--- src/design/pwsd_pkg.sv ---
// ----------------------------------------------------------------------------
// Pulse width sensor frame decoder package
// Shared types, codes and constants for the frame decoder blocks.
// ----------------------------------------------------------------------------
package pwsd_pkg;

    localparam logic [1:0] MODE_START   = 2'd0;
    localparam logic [1:0] MODE_PULSE   = 2'd1;
    localparam logic [1:0] MODE_TIMEOUT = 2'd2;

    localparam logic [1:0] KIND_HUM     = 2'd0;
    localparam logic [1:0] KIND_TEMP    = 2'd1;
    localparam logic [1:0] KIND_TIMEOUT = 2'd2;
    localparam logic [1:0] KIND_INVALID = 2'd3;

    localparam logic [15:0] HUM_TAG          = 16'h4000;
    localparam logic [15:0] ERR_TIMEOUT_WORD = 16'hC001;
    localparam logic [15:0] ERR_INVALID_WORD = 16'hC002;

    localparam int         FRAME_BITS  = 40;
    localparam logic [5:0] LAST_PULSE  = 6'd41;
    localparam logic [5:0] RESP_PULSE  = 6'd1;
    localparam logic [5:0] FIRST_BIT   = 6'd2;
    localparam logic [3:0] INVALID_MAX = 4'd15;

    localparam int QUEUE_DEPTH = 2;
    localparam int QUEUE_PTR_W = $clog2(QUEUE_DEPTH);
    localparam int QUEUE_CNT_W = $clog2(QUEUE_DEPTH + 1);

    localparam int PADDR_W = 5;
    localparam logic [2:0] REG_RESP_MIN      = 3'd0;
    localparam logic [2:0] REG_RESP_MAX      = 3'd1;
    localparam logic [2:0] REG_ZERO_MIN      = 3'd2;
    localparam logic [2:0] REG_ZERO_MAX      = 3'd3;
    localparam logic [2:0] REG_ONE_MIN       = 3'd4;
    localparam logic [2:0] REG_ONE_MAX       = 3'd5;
    localparam logic [2:0] REG_BAD_FRAME_CAP = 3'd6;

    typedef struct packed {
        logic [7:0] resp_min;
        logic [7:0] resp_max;
        logic [7:0] zero_min;
        logic [7:0] zero_max;
        logic [7:0] one_min;
        logic [7:0] one_max;
    } pwsd_win_t;

    typedef struct packed {
        logic [1:0] mode;
        logic       resp_ok;
        logic       is_zero;
        logic       is_one;
    } pwsd_cmd_t;

endpackage

--- src/design/pulse_width_sensor_frame_decoder_core.sv ---
// ----------------------------------------------------------------------------
// Pulse width sensor frame decoder core
// An input transfer is held in the queue; the frame engine then registers any result.
// Throughput: one transfer per cycle; a held result stalls the input once the queue fills.
// Reset: synchronous, aresetn low; config registers take defaults, frame state clears.
// ----------------------------------------------------------------------------
module pulse_width_sensor_frame_decoder_core #(
    parameter int PULSE_WIDTH_BITS = 8
) (
    input  logic                                      aclk,
    input  logic                                      aresetn,
    input  logic                                      s_tvalid,
    output logic                                      s_tready,
    // s_tdata: pulse_width, zero padded to whole bytes.
    input  logic [((PULSE_WIDTH_BITS+7)/8)*8-1:0]     s_tdata,
    // s_tuser: mode.
    input  logic [1:0]                                s_tuser,
    output logic                                      m_tvalid,
    input  logic                                      m_tready,
    // m_tdata: word.
    output logic [15:0]                               m_tdata,
    // m_tuser: kind.
    output logic [1:0]                                m_tuser,
    input  logic                                      psel,
    input  logic                                      penable,
    input  logic                                      pwrite,
    input  logic [pwsd_pkg::PADDR_W-1:0]              paddr,
    input  logic [31:0]                               pwdata,
    output logic [31:0]                               prdata,
    output logic                                      pready
);

    pwsd_pkg::pwsd_win_t win_reg;
    logic [3:0]          limit_reg;
    logic [2:0]          reg_index;
    logic                cfg_write;
    logic                queue_full;
    logic                queue_not_empty;
    logic                push;
    logic                pop;
    pwsd_pkg::pwsd_cmd_t front_cmd;
    pwsd_pkg::pwsd_cmd_t back_cmd;

    assign pready    = 1'b1;
    assign reg_index = paddr[4:2];
    assign cfg_write = psel && penable && pwrite;

    always_ff @(posedge aclk) begin
        if (!aresetn) begin
            win_reg.resp_min <= 8'd72;
            win_reg.resp_max <= 8'd82;
            win_reg.zero_min <= 8'd20;
            win_reg.zero_max <= 8'd30;
            win_reg.one_min  <= 8'd68;
            win_reg.one_max  <= 8'd75;
            limit_reg        <= 4'd5;
        end else if (cfg_write) begin
            unique case (reg_index)
                pwsd_pkg::REG_RESP_MIN:      win_reg.resp_min <= pwdata[7:0];
                pwsd_pkg::REG_RESP_MAX:      win_reg.resp_max <= pwdata[7:0];
                pwsd_pkg::REG_ZERO_MIN:      win_reg.zero_min <= pwdata[7:0];
                pwsd_pkg::REG_ZERO_MAX:      win_reg.zero_max <= pwdata[7:0];
                pwsd_pkg::REG_ONE_MIN:       win_reg.one_min  <= pwdata[7:0];
                pwsd_pkg::REG_ONE_MAX:       win_reg.one_max  <= pwdata[7:0];
                pwsd_pkg::REG_BAD_FRAME_CAP: limit_reg        <= pwdata[3:0];
                default: begin
                end
            endcase
        end
    end

    always_comb begin
        unique case (reg_index)
            pwsd_pkg::REG_RESP_MIN:      prdata = {24'd0, win_reg.resp_min};
            pwsd_pkg::REG_RESP_MAX:      prdata = {24'd0, win_reg.resp_max};
            pwsd_pkg::REG_ZERO_MIN:      prdata = {24'd0, win_reg.zero_min};
            pwsd_pkg::REG_ZERO_MAX:      prdata = {24'd0, win_reg.zero_max};
            pwsd_pkg::REG_ONE_MIN:       prdata = {24'd0, win_reg.one_min};
            pwsd_pkg::REG_ONE_MAX:       prdata = {24'd0, win_reg.one_max};
            pwsd_pkg::REG_BAD_FRAME_CAP: prdata = {28'd0, limit_reg};
            default:                     prdata = 32'd0;
        endcase
    end

    pwsd_front #(
        .PULSE_WIDTH_BITS (PULSE_WIDTH_BITS)
    ) u_front (
        .s_tvalid    (s_tvalid),
        .s_tready    (s_tready),
        .pulse_width (s_tdata[PULSE_WIDTH_BITS-1:0]),
        .mode        (s_tuser),
        .win         (win_reg),
        .queue_full  (queue_full),
        .push        (push),
        .cmd         (front_cmd)
    );

    pwsd_queue u_queue (
        .aclk      (aclk),
        .aresetn   (aresetn),
        .push      (push),
        .push_data (front_cmd),
        .full      (queue_full),
        .pop       (pop),
        .not_empty (queue_not_empty),
        .pop_data  (back_cmd)
    );

    pwsd_back u_back (
        .aclk          (aclk),
        .aresetn       (aresetn),
        .bad_frame_cap (limit_reg),
        .cmd_valid     (queue_not_empty),
        .cmd           (back_cmd),
        .pop           (pop),
        .m_tvalid      (m_tvalid),
        .m_tready      (m_tready),
        .m_word        (m_tdata),
        .m_kind        (m_tuser)
    );

endmodule

--- src/design/pwsd_front.sv ---
// ----------------------------------------------------------------------------
// Pulse width sensor frame decoder front end
// Accepts input transfers and classifies each pulse width against the windows.
// ----------------------------------------------------------------------------
module pwsd_front #(
    parameter int PULSE_WIDTH_BITS = 8
) (
    input  logic                        s_tvalid,
    output logic                        s_tready,
    input  logic [PULSE_WIDTH_BITS-1:0] pulse_width,
    input  logic [1:0]                  mode,
    input  pwsd_pkg::pwsd_win_t         win,
    input  logic                        queue_full,
    output logic                        push,
    output pwsd_pkg::pwsd_cmd_t         cmd
);

    logic [PULSE_WIDTH_BITS-1:0] resp_lo;
    logic [PULSE_WIDTH_BITS-1:0] resp_hi;
    logic [PULSE_WIDTH_BITS-1:0] zero_lo;
    logic [PULSE_WIDTH_BITS-1:0] zero_hi;
    logic [PULSE_WIDTH_BITS-1:0] one_lo;
    logic [PULSE_WIDTH_BITS-1:0] one_hi;
    logic                        in_zero;
    logic                        in_one;

    assign resp_lo = PULSE_WIDTH_BITS'(win.resp_min);
    assign resp_hi = PULSE_WIDTH_BITS'(win.resp_max);
    assign zero_lo = PULSE_WIDTH_BITS'(win.zero_min);
    assign zero_hi = PULSE_WIDTH_BITS'(win.zero_max);
    assign one_lo  = PULSE_WIDTH_BITS'(win.one_min);
    assign one_hi  = PULSE_WIDTH_BITS'(win.one_max);

    assign in_zero = (pulse_width >= zero_lo) && (pulse_width <= zero_hi);
    assign in_one  = (pulse_width >= one_lo) && (pulse_width <= one_hi);

    assign s_tready = !queue_full;
    assign push     = s_tvalid && !queue_full;

    always_comb begin
        cmd.mode    = mode;
        cmd.resp_ok = (pulse_width >= resp_lo) && (pulse_width <= resp_hi);
        cmd.is_zero = in_zero;
        cmd.is_one  = in_one && !in_zero;
    end

endmodule

--- src/design/pwsd_queue.sv ---
// ----------------------------------------------------------------------------
// Pulse width sensor frame decoder queue
// Short register queue between the front end and the frame engine.
// ----------------------------------------------------------------------------
module pwsd_queue (
    input  logic                aclk,
    input  logic                aresetn,
    input  logic                push,
    input  pwsd_pkg::pwsd_cmd_t push_data,
    output logic                full,
    input  logic                pop,
    output logic                not_empty,
    output pwsd_pkg::pwsd_cmd_t pop_data
);

    pwsd_pkg::pwsd_cmd_t                    entry_reg [pwsd_pkg::QUEUE_DEPTH];
    logic [pwsd_pkg::QUEUE_PTR_W-1:0]       wr_ptr_reg;
    logic [pwsd_pkg::QUEUE_PTR_W-1:0]       wr_ptr_next;
    logic [pwsd_pkg::QUEUE_PTR_W-1:0]       rd_ptr_reg;
    logic [pwsd_pkg::QUEUE_PTR_W-1:0]       rd_ptr_next;
    logic [pwsd_pkg::QUEUE_CNT_W-1:0]       count_reg;
    logic [pwsd_pkg::QUEUE_CNT_W-1:0]       count_next;

    assign full      = (count_reg == pwsd_pkg::QUEUE_CNT_W'(pwsd_pkg::QUEUE_DEPTH));
    assign not_empty = (count_reg != '0);
    assign pop_data  = entry_reg[rd_ptr_reg];

    always_comb begin
        wr_ptr_next = wr_ptr_reg;
        rd_ptr_next = rd_ptr_reg;
        count_next  = count_reg;
        if (push) begin
            wr_ptr_next = (wr_ptr_reg == pwsd_pkg::QUEUE_PTR_W'(pwsd_pkg::QUEUE_DEPTH - 1))
                ? '0 : wr_ptr_reg + 1'b1;
        end
        if (pop) begin
            rd_ptr_next = (rd_ptr_reg == pwsd_pkg::QUEUE_PTR_W'(pwsd_pkg::QUEUE_DEPTH - 1))
                ? '0 : rd_ptr_reg + 1'b1;
        end
        if (push && !pop) begin
            count_next = count_reg + 1'b1;
        end else if (pop && !push) begin
            count_next = count_reg - 1'b1;
        end
    end

    always_ff @(posedge aclk) begin
        if (!aresetn) begin
            wr_ptr_reg <= '0;
            rd_ptr_reg <= '0;
            count_reg  <= '0;
        end else begin
            wr_ptr_reg <= wr_ptr_next;
            rd_ptr_reg <= rd_ptr_next;
            count_reg  <= count_next;
        end
    end

    always_ff @(posedge aclk) begin
        if (push) begin
            entry_reg[wr_ptr_reg] <= push_data;
        end
    end

endmodule

--- src/design/pwsd_back.sv ---
// ----------------------------------------------------------------------------
// Pulse width sensor frame decoder frame engine
// Tracks the frame, assembles the 40 data bits and registers each result.
// ----------------------------------------------------------------------------
module pwsd_back (
    input  logic                aclk,
    input  logic                aresetn,
    input  logic [3:0]          bad_frame_cap,
    input  logic                cmd_valid,
    input  pwsd_pkg::pwsd_cmd_t cmd,
    output logic                pop,
    output logic                m_tvalid,
    input  logic                m_tready,
    output logic [15:0]         m_word,
    output logic [1:0]          m_kind
);

    logic                                active_reg;
    logic                                active_next;
    logic [5:0]                          count_reg;
    logic [5:0]                          count_next;
    logic [pwsd_pkg::FRAME_BITS-1:0]     shift_reg;
    logic [pwsd_pkg::FRAME_BITS-1:0]     shift_next;
    logic [pwsd_pkg::FRAME_BITS-1:0]     shift_in;
    logic                                bad_reg;
    logic                                bad_next;
    logic [3:0]                          invalid_reg;
    logic [3:0]                          invalid_next;
    logic                                temp_reg;
    logic                                temp_next;
    logic                                valid_reg;
    logic                                valid_next;
    logic [15:0]                         word_reg;
    logic [15:0]                         word_next;
    logic [1:0]                          kind_reg;
    logic [1:0]                          kind_next;
    logic                                emit;
    logic [15:0]                         hum;
    logic [15:0]                         temp;
    logic [7:0]                          chk;
    logic [7:0]                          sum;

    assign pop      = cmd_valid && (!valid_reg || m_tready);
    assign m_tvalid = valid_reg;
    assign m_word   = word_reg;
    assign m_kind   = kind_reg;

    assign shift_in = {shift_reg[pwsd_pkg::FRAME_BITS-2:0], cmd.is_one};
    assign hum      = shift_in[39:24];
    assign temp     = shift_in[23:8];
    assign chk      = shift_in[7:0];
    assign sum      = hum[15:8] + hum[7:0] + temp[15:8] + temp[7:0];

    always_comb begin
        active_next  = active_reg;
        count_next   = count_reg;
        shift_next   = shift_reg;
        bad_next     = bad_reg;
        invalid_next = invalid_reg;
        temp_next    = temp_reg;
        emit         = 1'b0;
        word_next    = word_reg;
        kind_next    = kind_reg;
        if (pop) begin
            unique case (cmd.mode)
                pwsd_pkg::MODE_START: begin
                    active_next = 1'b1;
                    count_next  = '0;
                    shift_next  = '0;
                    bad_next    = 1'b0;
                end
                pwsd_pkg::MODE_TIMEOUT: begin
                    if (active_reg) begin
                        active_next  = 1'b0;
                        count_next   = '0;
                        shift_next   = '0;
                        bad_next     = 1'b0;
                        invalid_next = '0;
                        temp_next    = 1'b0;
                        emit         = 1'b1;
                        word_next    = pwsd_pkg::ERR_TIMEOUT_WORD;
                        kind_next    = pwsd_pkg::KIND_TIMEOUT;
                    end
                end
                pwsd_pkg::MODE_PULSE: begin
                    if (active_reg) begin
                        if (count_reg == pwsd_pkg::RESP_PULSE) begin
                            if (!cmd.resp_ok) begin
                                bad_next = 1'b1;
                            end
                        end else if (count_reg >= pwsd_pkg::FIRST_BIT) begin
                            if (!cmd.is_zero && !cmd.is_one) begin
                                bad_next = 1'b1;
                            end
                            shift_next = shift_in;
                        end
                        if (count_reg >= pwsd_pkg::LAST_PULSE) begin
                            active_next = 1'b0;
                            count_next  = '0;
                            if (bad_next || (sum != chk)) begin
                                if (invalid_reg < pwsd_pkg::INVALID_MAX) begin
                                    invalid_next = invalid_reg + 1'b1;
                                end
                                if (invalid_next >= bad_frame_cap) begin
                                    emit      = 1'b1;
                                    word_next = pwsd_pkg::ERR_INVALID_WORD;
                                    kind_next = pwsd_pkg::KIND_INVALID;
                                end
                            end else begin
                                emit         = 1'b1;
                                invalid_next = '0;
                                temp_next    = !temp_reg;
                                if (temp_reg) begin
                                    word_next = temp;
                                    kind_next = pwsd_pkg::KIND_TEMP;
                                end else begin
                                    word_next = hum + pwsd_pkg::HUM_TAG;
                                    kind_next = pwsd_pkg::KIND_HUM;
                                end
                            end
                        end else begin
                            count_next = count_reg + 1'b1;
                        end
                    end
                end
                default: begin
                end
            endcase
        end
        if (emit) begin
            valid_next = 1'b1;
        end else if (m_tready) begin
            valid_next = 1'b0;
        end else begin
            valid_next = valid_reg;
        end
    end

    always_ff @(posedge aclk) begin
        if (!aresetn) begin
            active_reg  <= 1'b0;
            count_reg   <= '0;
            shift_reg   <= '0;
            bad_reg     <= 1'b0;
            invalid_reg <= '0;
            temp_reg    <= 1'b0;
            valid_reg   <= 1'b0;
        end else begin
            active_reg  <= active_next;
            count_reg   <= count_next;
            shift_reg   <= shift_next;
            bad_reg     <= bad_next;
            invalid_reg <= invalid_next;
            temp_reg    <= temp_next;
            valid_reg   <= valid_next;
        end
    end

    always_ff @(posedge aclk) begin
        word_reg <= word_next;
        kind_reg <= kind_next;
    end

endmodule

--- config.mk ---
export PLATFORM = sky130hd
export DESIGN_NAME = pulse_width_sensor_frame_decoder_core
export DESIGN_NICKNAME = d
export VERILOG_FILES = /design/src/design/pwsd_pkg.sv /design/src/design/pulse_width_sensor_frame_decoder_core.sv /design/src/design/pwsd_front.sv /design/src/design/pwsd_queue.sv /design/src/design/pwsd_back.sv
export SDC_FILE = /design/constraint.sdc
export NUM_CORES = 1
export LEC_CHECK = 0
export BUFFER_PORTS_ARGS = -buffer_cell sky130_fd_sc_hd__buf_4
export CORE_UTILIZATION = 60
export DETAILED_ROUTE_END_ITERATION = 6
export GPL_ROUTABILITY_DRIVEN = 0
export GPL_TIMING_DRIVEN = 0
export PLACE_DENSITY = 0.84
export SETUP_SLACK_MARGIN = 0.5
export SYNTH_ARGS = -nofsm -noshare
export SYNTH_HDL_FRONTEND = slang
export SYNTH_SLANG_ARGS = --single-unit
--- constraint.sdc ---
create_clock -name aclk -period 9.3 [get_ports aclk]
set_input_delay 1.86 -clock aclk [delete_from_list [all_inputs] [get_ports aclk]]
set_output_delay 1.86 -clock aclk [all_outputs]
set_load 0.005 [all_outputs]
==> flow_metrics.py, run 1 <==
metrics = {
    "worst_setup_path": {
        "critPathRequiredTime_ns": 7.44,
        "reg2reg_to": "u_back.m_kind[1]",
        "r2r-start": "u_back.shift_reg[8]",
        "r2r_slack_ns": 5.16,
        "path_class": "primary input to output port",
        "critPathCapture": "prdata[1]",
        "slowest_delay_ns": 0.50,
        "cp_max_fo": 10,
        "crit_arrival_ns": 3.63,
        "end_kind": "output port",
        "path_cells": "buf_4 -> clkbuf_1 -> clkbuf_1 -> o21ai_0 -> a221oi_1 -> o22ai_1 -> buf_4",
        "reg2regPathDepth": 14,
        "slowest_stage": "clkbuf_1",
        "startpoint_type": "primary input",
        "startpoint": "paddr[4]",
    },
    "cells_and_area": {
        "n_fill_cell": 1002,
        "largest_reg_flops": 48,
        "multi_input_area_um2": 4550,
        "area_growth_pct": 15.5,
        "seq_area_um2": 3040,
        "fin_nets": 1083,
        "utilization_pct": 71.1,
        "antennaDiodeCount": 0,
        "drive_gt1_share_pct": 14.7,
    },
    "clock_network": {
        "post_cts_resized": 0,
        "cts_max_level": 4,
        "post_cts_buffers": 0,
        "numCtsBuffers": 17,
        "root_buffer": "clkbuf_16",
        "cts.sink_count": 138,
        "clk_path_buf_depth": 2,
        "clk_pin_slew_worst_paths_ns": 0.06,
        "cts_hold_buf": 0,
        "clk_latency_ns": 0.43,
        "cts_tree": "built",
    },
    "sta": {
        "tightest_slew_ns": 1.21,
        "setup-tns-final_ns": 0,
        "post-route-period-util_pct": 59.0,
        "skew_ns": 0.0100,
        "setup_violations": 0,
        "slew_headroom_pct": 18.8,
        "layout_min_cycle_time_ns": 5.49,
        "max_freq_mhz": 182,
        "hold_violations": 0,
        "maxSlewViolCount": 0,
        "rsz0062_at_grt": "false",
    },
    "synth": {
        "synth_ff_type": "dfxtp_1",
        "yosysTopAreaCellShare_pct": 27.0,
        "synth.most_common_cell": "dfxtp_1",
        "syn-mean-instance-area_um2": 9.57,
        "syn_inst": 851,
        "synth-async-reset-ratio_pct": 0,
        "synth.area.top_cells": "dfxtp_1 27%, ha_1 10%, edfxtp_1 10%, mux2i_1 7.4%, nor2b_1 5.7%",
        "yosys_warnings": 0,
        "synthTopCellsByCount": "110 x dfxtp_1, 74 x nor2b_1, 70 x inv_1, 68 x ha_1, 60 x mux2i_1",
        "synth.largest_area_cell": "dfxtp_1",
        "synth_edf_count": 28,
        "ys_types": 60,
        "synth_seq_cells": 138,
        "ys_seq_area_share_pct": 37.4,
        "netlist_area_um2": 8150,
    },
    "die": {
        "io_pins": 107,
        "std_cell_rows": 42,
        "die_x_um": 119,
        "start_util_pct": 61.5,
        "die_height_um": 119,
        "coreArea_um2": 13200,
        "die-area_um2": 14000,
    },
    "drt": {
        "route.final.wire_length_mm": 20.0,
        "wire_per_inst_um": 17.6,
        "dr.pass1.iters": 7,
        "drc": 0,
        "vias": 6515,
        "antenna_left": 0,
        "drtIter0Drc": 608,
        "routed_via_density": 5.74,
    },
    "power_and_ir_drop": {
        "cellPowerDensity_nw_per_um2": 181,
        "power.static_leakage_nw": 3.87,
        "ir_drop_v": 0.000130,
    },
    "global_routing": {
        "antenna_found_initial": 0,
        "grt_max_degree": 17,
        "grt_util_all_layers_pct": 29.7,
        "grt_pass1_wl_mm": 32.1,
        "grt_pass1_vias": 6283,
        "grt_overflow": 0,
    },
    "run": {
        "cap_viol_max_count": 0,
    },
    "min_path": {
        "hp-class": "flop to flop",
    },
    "status": {
        "status": "finished clean",
    },
    "placement": {
        "dp_hpwl_mm": 14.1,
        "portBuffers": 53,
    },
}
## worst min path at each step
| stage | startpoint | end | slack (ns) | depth (start not counted) |
|---|---|---|---|---|
| after global placement | u_back.bad_reg | u_back.bad_reg | 0.47 | 2 |
| after detailed placement | win_reg[23] | win_reg[23] | 0.48 | 2 |
| after floorplan | u_back.bad_reg | u_back.bad_reg | 0.45 | 2 |
| after global routing | u_back.bad_reg | u_back.bad_reg | 0.51 | 2 |
| final | win_reg[23] | win_reg[23] | 0.49 | 2 |
| after CTS | win_reg[23] | win_reg[23] | 0.49 | 2 |
## cells by family after synthesis
logic type | Yosys count | synth area share [%]
AOI/OAI and AO/OA | 166 | 13.7
muxes | 63 | 8.06
and+or+nand+nor | 238 | 16.0
buffers and inverters | 134 | 7.88
xor gates and xnor gates | 28 | 3.01
DFF | 138 | 37.4
adders and majority gates | 82 | 13.9
other | 2 | 0.0922
## worst max-delay path, delay by kind of cell
family	cells	cell delay, ns
buffers and inverters	4	1.23
AOI/OAI and AO/OA	3	0.53
## metal layers
metal	vias to the layer above	global-route usage [%]	wire (um)
met2	302	48.1	9340
met3	71	7.92	1520
li1	3081	-	-
met4	0	14.4	772
met5	-	0	0
met1	3061	36.6	8370
## power by group
group          internal (W)  total (W)  switching, W
Clock              0.000350   0.000624      0.000273
Sequential         0.000662   0.000683     0.0000203
Combinational      0.000160   0.000400      0.000240
## placed cells by master, fill, tap and decap left out, types with 3 or more instances in the layout
cell,count
nor2_4,9
clkinvlp_4,3
a211oi_1,3
nor2_1,42
buf_1,5
clkinv_4,4
fa_1,14
clkbuf_16,17
inv_1,70
xnor2_1,18
dfxtp_1,110
a22oi_1,44
nand3_1,15
buf_2,5
a21oi_1,25
xor2_1,10
a21boi_0,9
or3_1,4
ha_1,68
a221oi_1,3
nor2b_1,74
nand2b_1,13
buf_4,80
inv_6,3
mux2i_1,60
conb_1,25
clkbuf_1,25
a21o_1,11
nand4_1,10
o22ai_1,7
o21bai_1,3
o211ai_1,14
o21ai_0,27
nand2_1,53
edfxtp_1,28
o21a_1,6
and2_1,4
## through the flow
stage	area [um^2]	hold WS, ns	total power, W	cells	setup WS, ns
detailed placement	8870	0.479	0.00108	1104	3.83
global route	9410	0.512	0.00178	1136	3.74
finish	9410	0.487	0.00171	1136	3.81
floorplan	8230	0.454	0.000947	874	4.45
global placement	8850	0.468	0.00106	1103	3.83
CTS	9410	0.487	0.00170	1136	3.83
## area by class of cell
class	instances	share of cell area [%]
clock buffers	20	4.75
plain buffers	63	3.99
multi-input cells	602	48.4
repair buffers	54	4.39
clock inverters	12	0.997
flip-flops and latches	138	32.3
well taps	176	2.34
inverters	71	2.83
Power figures use the tool's default switching activity.
==> inputs of run 2 (changes only) <==
CORE_UTILIZATION = 59   (was 60)
PLACE_DENSITY = 0.83   (was 0.84)
clock period = 5.27 ns   (was 9.3 ns; I/O delays follow)
==> flow_metrics.py, run 2 (synthesis results as in run 1) <==
metrics = {
    "drt": {
        "wire_per_inst_um": 17.3,
        "antenna_left": 0,
        "met3_length_mm": 1.70,
        "drc": 0,
        "vias": 6501,
        "wl_met1_mm": 8.28,
        "drtIter0Drc": 597,
        "route.final.wire_length_mm": 19.7,
        "routed_via_density": 5.72,
        "dr.pass1.iters": 5,
        "wl_met2_mm": 9.11,
        "top_layer": "met4",
    },
    "cells_and_area": {
        "final_cell_mix": "110 x dfxtp_1, 80 x buf_4, 74 x nor2b_1, 70 x inv_1, 68 x ha_1",
        "largest_reg_flops": 48,
        "area_growth_pct": 16.0,
        "n_fill_cell": 1000,
        "fin_nets": 1083,
        "finalInstanceArea_um2": 9450,
        "drive_gt1_share_pct": 14.9,
        "final_common_cell": "dfxtp_1",
        "antennaDiodeCount": 0,
    },
    "sta": {
        "setup_violations": 0,
        "post-route-period-util_pct": 79.3,
        "slew_headroom_pct": 26.6,
        "tightest_slew_ns": 1.10,
        "whs_ns": 0.481,
        "maxSlewViolCount": 0,
        "layout_min_cycle_time_ns": 4.18,
        "skew_ns": 0.00870,
        "hold_violations": 0,
        "max_freq_mhz": 239,
        "setup-tns-final_ns": 0,
        "rsz0062_at_grt": "false",
    },
    "global_routing": {
        "grt_util_all_layers_pct": 28.9,
        "grt_pass1_vias": 6169,
        "grt_max_degree": 17,
        "grt_overflow": 0,
        "antenna_found_initial": 0,
        "grt_pass1_wl_mm": 31.4,
    },
    "placement": {
        "dp_hpwl_mm": 14.1,
        "placedInstanceArea_um2": 8870,
        "portBuffers": 53,
    },
    "run": {
        "cap_viol_max_count": 0,
    },
    "die": {
        "std_cell_rows": 42,
        "die_x_um": 120,
        "coreArea_um2": 13300,
        "die_height_um": 120,
        "die-area_um2": 14300,
        "start_util_pct": 61.0,
        "io_pins": 107,
    },
    "worst_setup_path": {
        "critPathRequiredTime_ns": 5.40,
        "crit_arrival_ns": 4.30,
        "end_kind": "flop",
        "cp_max_fo": 15,
        "path_class": "flop to flop",
        "startpoint_type": "flop",
    },
    "clock_network": {
        "root_buffer": "clkbuf_16",
        "cts_max_level": 4,
        "cts_tree": "built",
        "numCtsBuffers": 17,
        "cts_hold_buf": 0,
        "post_cts_buffers": 0,
        "cts.sink_count": 138,
        "clk_path_buf_depth": 2,
        "clk_latency_ns": 0.43,
        "post_cts_resized": 0,
        "clk_pin_slew_worst_paths_ns": 0.06,
    },
    "power_and_ir_drop": {
        "cellPowerDensity_nw_per_um2": 323,
        "ir_drop_v": 0.000233,
        "power_w": 0.00305,
        "power.static_leakage_nw": 3.89,
    },
    "min_path": {
        "hp-class": "flop to flop",
    },
    "status": {
        "status": "finished clean",
    },
}
==> run 2: per-layer routing <==
layer	global-route usage, %	up-vias
met4	12.7	0
met3	6.84	50
li1	-	3096
met1	37.3	3044
met5	0	-
met2	46.1	311
==> run 2: final timing paths <==
| check | start | to | cells after the start | slack, ns |
|---|---|---|---|---|
| min reg2reg | u_back.bad_reg | u_back.bad_reg | 2 | 0.48 |
| min | u_back.bad_reg | u_back.bad_reg | 2 | 0.48 |
| max | u_back.shift_reg[8] | u_back.m_word[14] | 14 | 1.09 |
| max reg2reg | u_back.shift_reg[8] | u_back.m_word[14] | 14 | 1.09 |
==> run 2: metrics by stage <==
step / std cells / setup slack (ns) / utilization, %
2_1_floorplan: 874 / 0.931 / -
3_3_place_gp: 1103 / 0.295 / 66.3
3_5_place_dp: 1104 / 1.10 / 66.4
4_1_cts: 1136 / 1.10 / 70.8
5_1_grt: 1136 / 0.836 / 70.8
6_report: 1136 / 1.09 / 70.8
==> run 2: cell type report <==
class | instances | area, um^2 | share of cell area (%)
plain buffers | 63 | 375 | 3.97
clock buffers | 19 | 464 | 4.91
clock inverters | 13 | 119 | 1.26
inverters | 71 | 267 | 2.82
multi-input cells | 602 | 4550 | 48.2
flip-flops and latches | 138 | 3040 | 32.2
well taps | 176 | 220 | 2.33
repair buffers | 54 | 409 | 4.33
==> run 2: where the power goes <==
group	internal, W	leakage [nW]	switching [W]	total (W)
clock network	0.000690	0.276	0.000470	0.00116
logic	0.000279	2.47	0.000405	0.000684
registers	0.00117	1.15	0.0000354	0.00120
==> run 2: worst max-delay path, stage by stage (launching register included) <==
cell,delay [ns]
dfxtp_1,0.36
fa_1,0.55
inv_1,0.06
fa_1,0.51
inv_1,0.04
ha_1,0.22
fa_1,0.40
a21o_1,0.17
a21oi_1,0.23
xnor2_1,0.13
nor4_2,0.28
nand3_1,0.13
buf_4,0.20
a31oi_2,0.34
buf_6,0.24
==> inputs of run 3 (changes only) <==
clock period = 4.15 ns   (was 5.27 ns; I/O delays follow)
==> flow_metrics.py, run 3 (synthesis results as in run 1) <==
metrics = {
    "cells_and_area": {
        "final_common_cell": "dfxtp_1",
        "utilization_pct": 72.8,
        "area_growth_pct": 19.2,
        "final_cell_mix": "107 x dfxtp_1, 82 x buf_4, 74 x nor2b_1, 70 x inv_1, 67 x ha_1",
        "fin_cells": 1148,
        "antennaDiodeCount": 0,
        "fin_nets": 1095,
        "largest_reg_flops": 48,
        "drive_gt1_share_pct": 17.2,
    },
    "worst_setup_path": {
        "slowest_stage": "fa_2",
        "r2r-start": "u_back.shift_reg[16]",
        "slowest_delay_ns": 0.57,
        "cp_max_fo": 7,
        "end_kind": "flop",
        "critPathRequiredTime_ns": 4.30,
        "crit_arrival_ns": 3.98,
        "startpoint": "u_back.shift_reg[16]",
        "path_class": "flop to flop",
        "path_cells": "fa_1 -> inv_1 -> fa_1 -> inv_1 -> ha_2 -> fa_2 -> xnor2_2 -> nand4_1 -> nor4_2 -> nand3_1 -> buf_6 -> a31oi_4 -> buf_6 -> buf_12",
        "startpoint_type": "flop",
    },
    "min_path": {
        "hp-class": "flop to flop",
        "hold_start": "u_back.bad_reg",
    },
    "global_routing": {
        "grt_util_all_layers_pct": 30.3,
        "grtUsageMet1_pct": 38.3,
        "grt_pass1_vias": 6360,
        "use_met2_pct": 49.7,
        "antenna_found_initial": 0,
        "grt_pass1_wl_mm": 32.9,
        "grt.busiest_layer": "met2",
        "grt_max_degree": 17,
        "grt_overflow": 0,
        "grt_use_met3_pct": 7.32,
    },
    "drt": {
        "dr.pass1.iters": 7,
        "wire_per_inst_um": 18.3,
        "route.final.wire_length_mm": 21.0,
        "routed_via_density": 5.84,
        "antenna_left": 0,
        "vias": 6699,
        "drc": 0,
        "drtIter0Drc": 561,
    },
    "sta": {
        "maxSlewViolCount": 0,
        "finalWorstSetupSlack_ns": 0.311,
        "layout_min_cycle_time_ns": 3.84,
        "post-route-period-util_pct": 92.5,
        "max_freq_mhz": 260,
        "rsz0062_at_grt": "true",
        "slew_headroom_pct": 16.5,
        "setup_violations": 0,
        "skew_ns": 0.00783,
        "setup-tns-final_ns": 0,
        "tightest_slew_ns": 1.25,
        "hold_violations": 0,
    },
    "power_and_ir_drop": {
        "cellPowerDensity_nw_per_um2": 428,
        "switching_share_pct": 30.2,
        "pwr-share-comb_pct": 25.7,
        "ir_drop_v": 0.000369,
        "pwr-share-seq_pct": 36.8,
        "power.static_leakage_nw": 3.99,
        "internal_power_w": 0.00290,
        "clkPwrFrac_pct": 37.5,
        "p_sw_w": 0.00125,
    },
    "clock_network": {
        "clk_path_buf_depth": 2,
        "clk_pin_slew_worst_paths_ns": 0.06,
        "cts_max_level": 4,
        "cts_tree": "built",
        "cts.sink_count": 138,
        "numCtsBuffers": 17,
        "clk_latency_ns": 0.43,
        "root_buffer": "clkbuf_16",
        "cts_hold_buf": 0,
    },
    "placement": {
        "portBuffers": 53,
        "dp_hpwl_mm": 14.3,
        "place_ws_ns": -0.00427,
        "dp.cells": 1103,
    },
    "die": {
        "coreArea_um2": 13300,
        "io_pins": 107,
        "die_x_um": 120,
        "start_util_pct": 61.0,
        "std_cell_rows": 42,
        "die_height_um": 120,
        "die-area_um2": 14300,
    },
    "run": {
        "cap_viol_max_count": 0,
    },
    "status": {
        "status": "finished clean",
    },
}
## run 3: changes by cell type in the layout (fill, tap and decap cells not counted), sizes merged
cell,delta
clkinv,-3
inv,+3
buf,+12
clkbuf,-2
bufinv,+2
## run 3: power by group through the flow
stage                     Clock [W]  Combinational (W)  Sequential, W
after floorplan                   0           0.000582        0.00156
after global placement            0           0.000841        0.00155
after detailed placement          0           0.000858        0.00156
after CTS                   0.00156            0.00103        0.00153
after global routing        0.00162            0.00114        0.00154
final                       0.00156            0.00107        0.00153
## run 3: worst paths after layout
check | slack (ns) | cells after the start | endpoint
max | 0.31 | 14 | u_back.m_word[15]
min | 0.49 | 2 | u_back.bad_reg
max reg2reg | 0.31 | 14 | u_back.m_word[15]
min reg2reg | 0.49 | 2 | u_back.bad_reg
## run 3: what timing repair did
item	CTS	global route
setup buffers	10	1
endpoints found under the hold margin	0	0
gates resized for setup	16	11
endpoints found under the setup margin	34	40
gates cloned	2	0
pin swaps	15	11
## run 3: worst max-delay path, delay by kind of cell, from the launching register on
kind                     cells  cell delay (ns)
AND/OR/NAND/NOR              3             0.55
adder cells (fa/ha/maj)      4             1.79
buffers and inverters        5             0.51
flip-flops                   1             0.35
AO/OA/AOI/OAI                1             0.23
XOR/XNOR                     1             0.11
## run 3: layout make-up
type	instances	area [um^2]
flip-flops and latches	138	3050
clock inverters	15	173
repair buffers	66	574
well taps	176	220
inverters	71	267
clock buffers	17	425
multi-input cells	602	4620
plain buffers	63	379
fillers	971	3640
## run 3: metal layers
metal  share of wire [%]  vias to the layer above
met3                 8.2                       61
met2                  47                      327
li1                    -                     3127
met4                 3.2                        0
met1                  41                     3184
met5                   0                        -
## run 3: through the flow
step	hold WS, ns	cell area, um^2	power [W]
finish	0.490	9710	0.00416
global route	0.527	9710	0.00430
CTS	0.492	9670	0.00412
detailed placement	0.482	8880	0.00242
global placement	0.469	8880	0.00240
floorplan	0.454	8260	0.00214
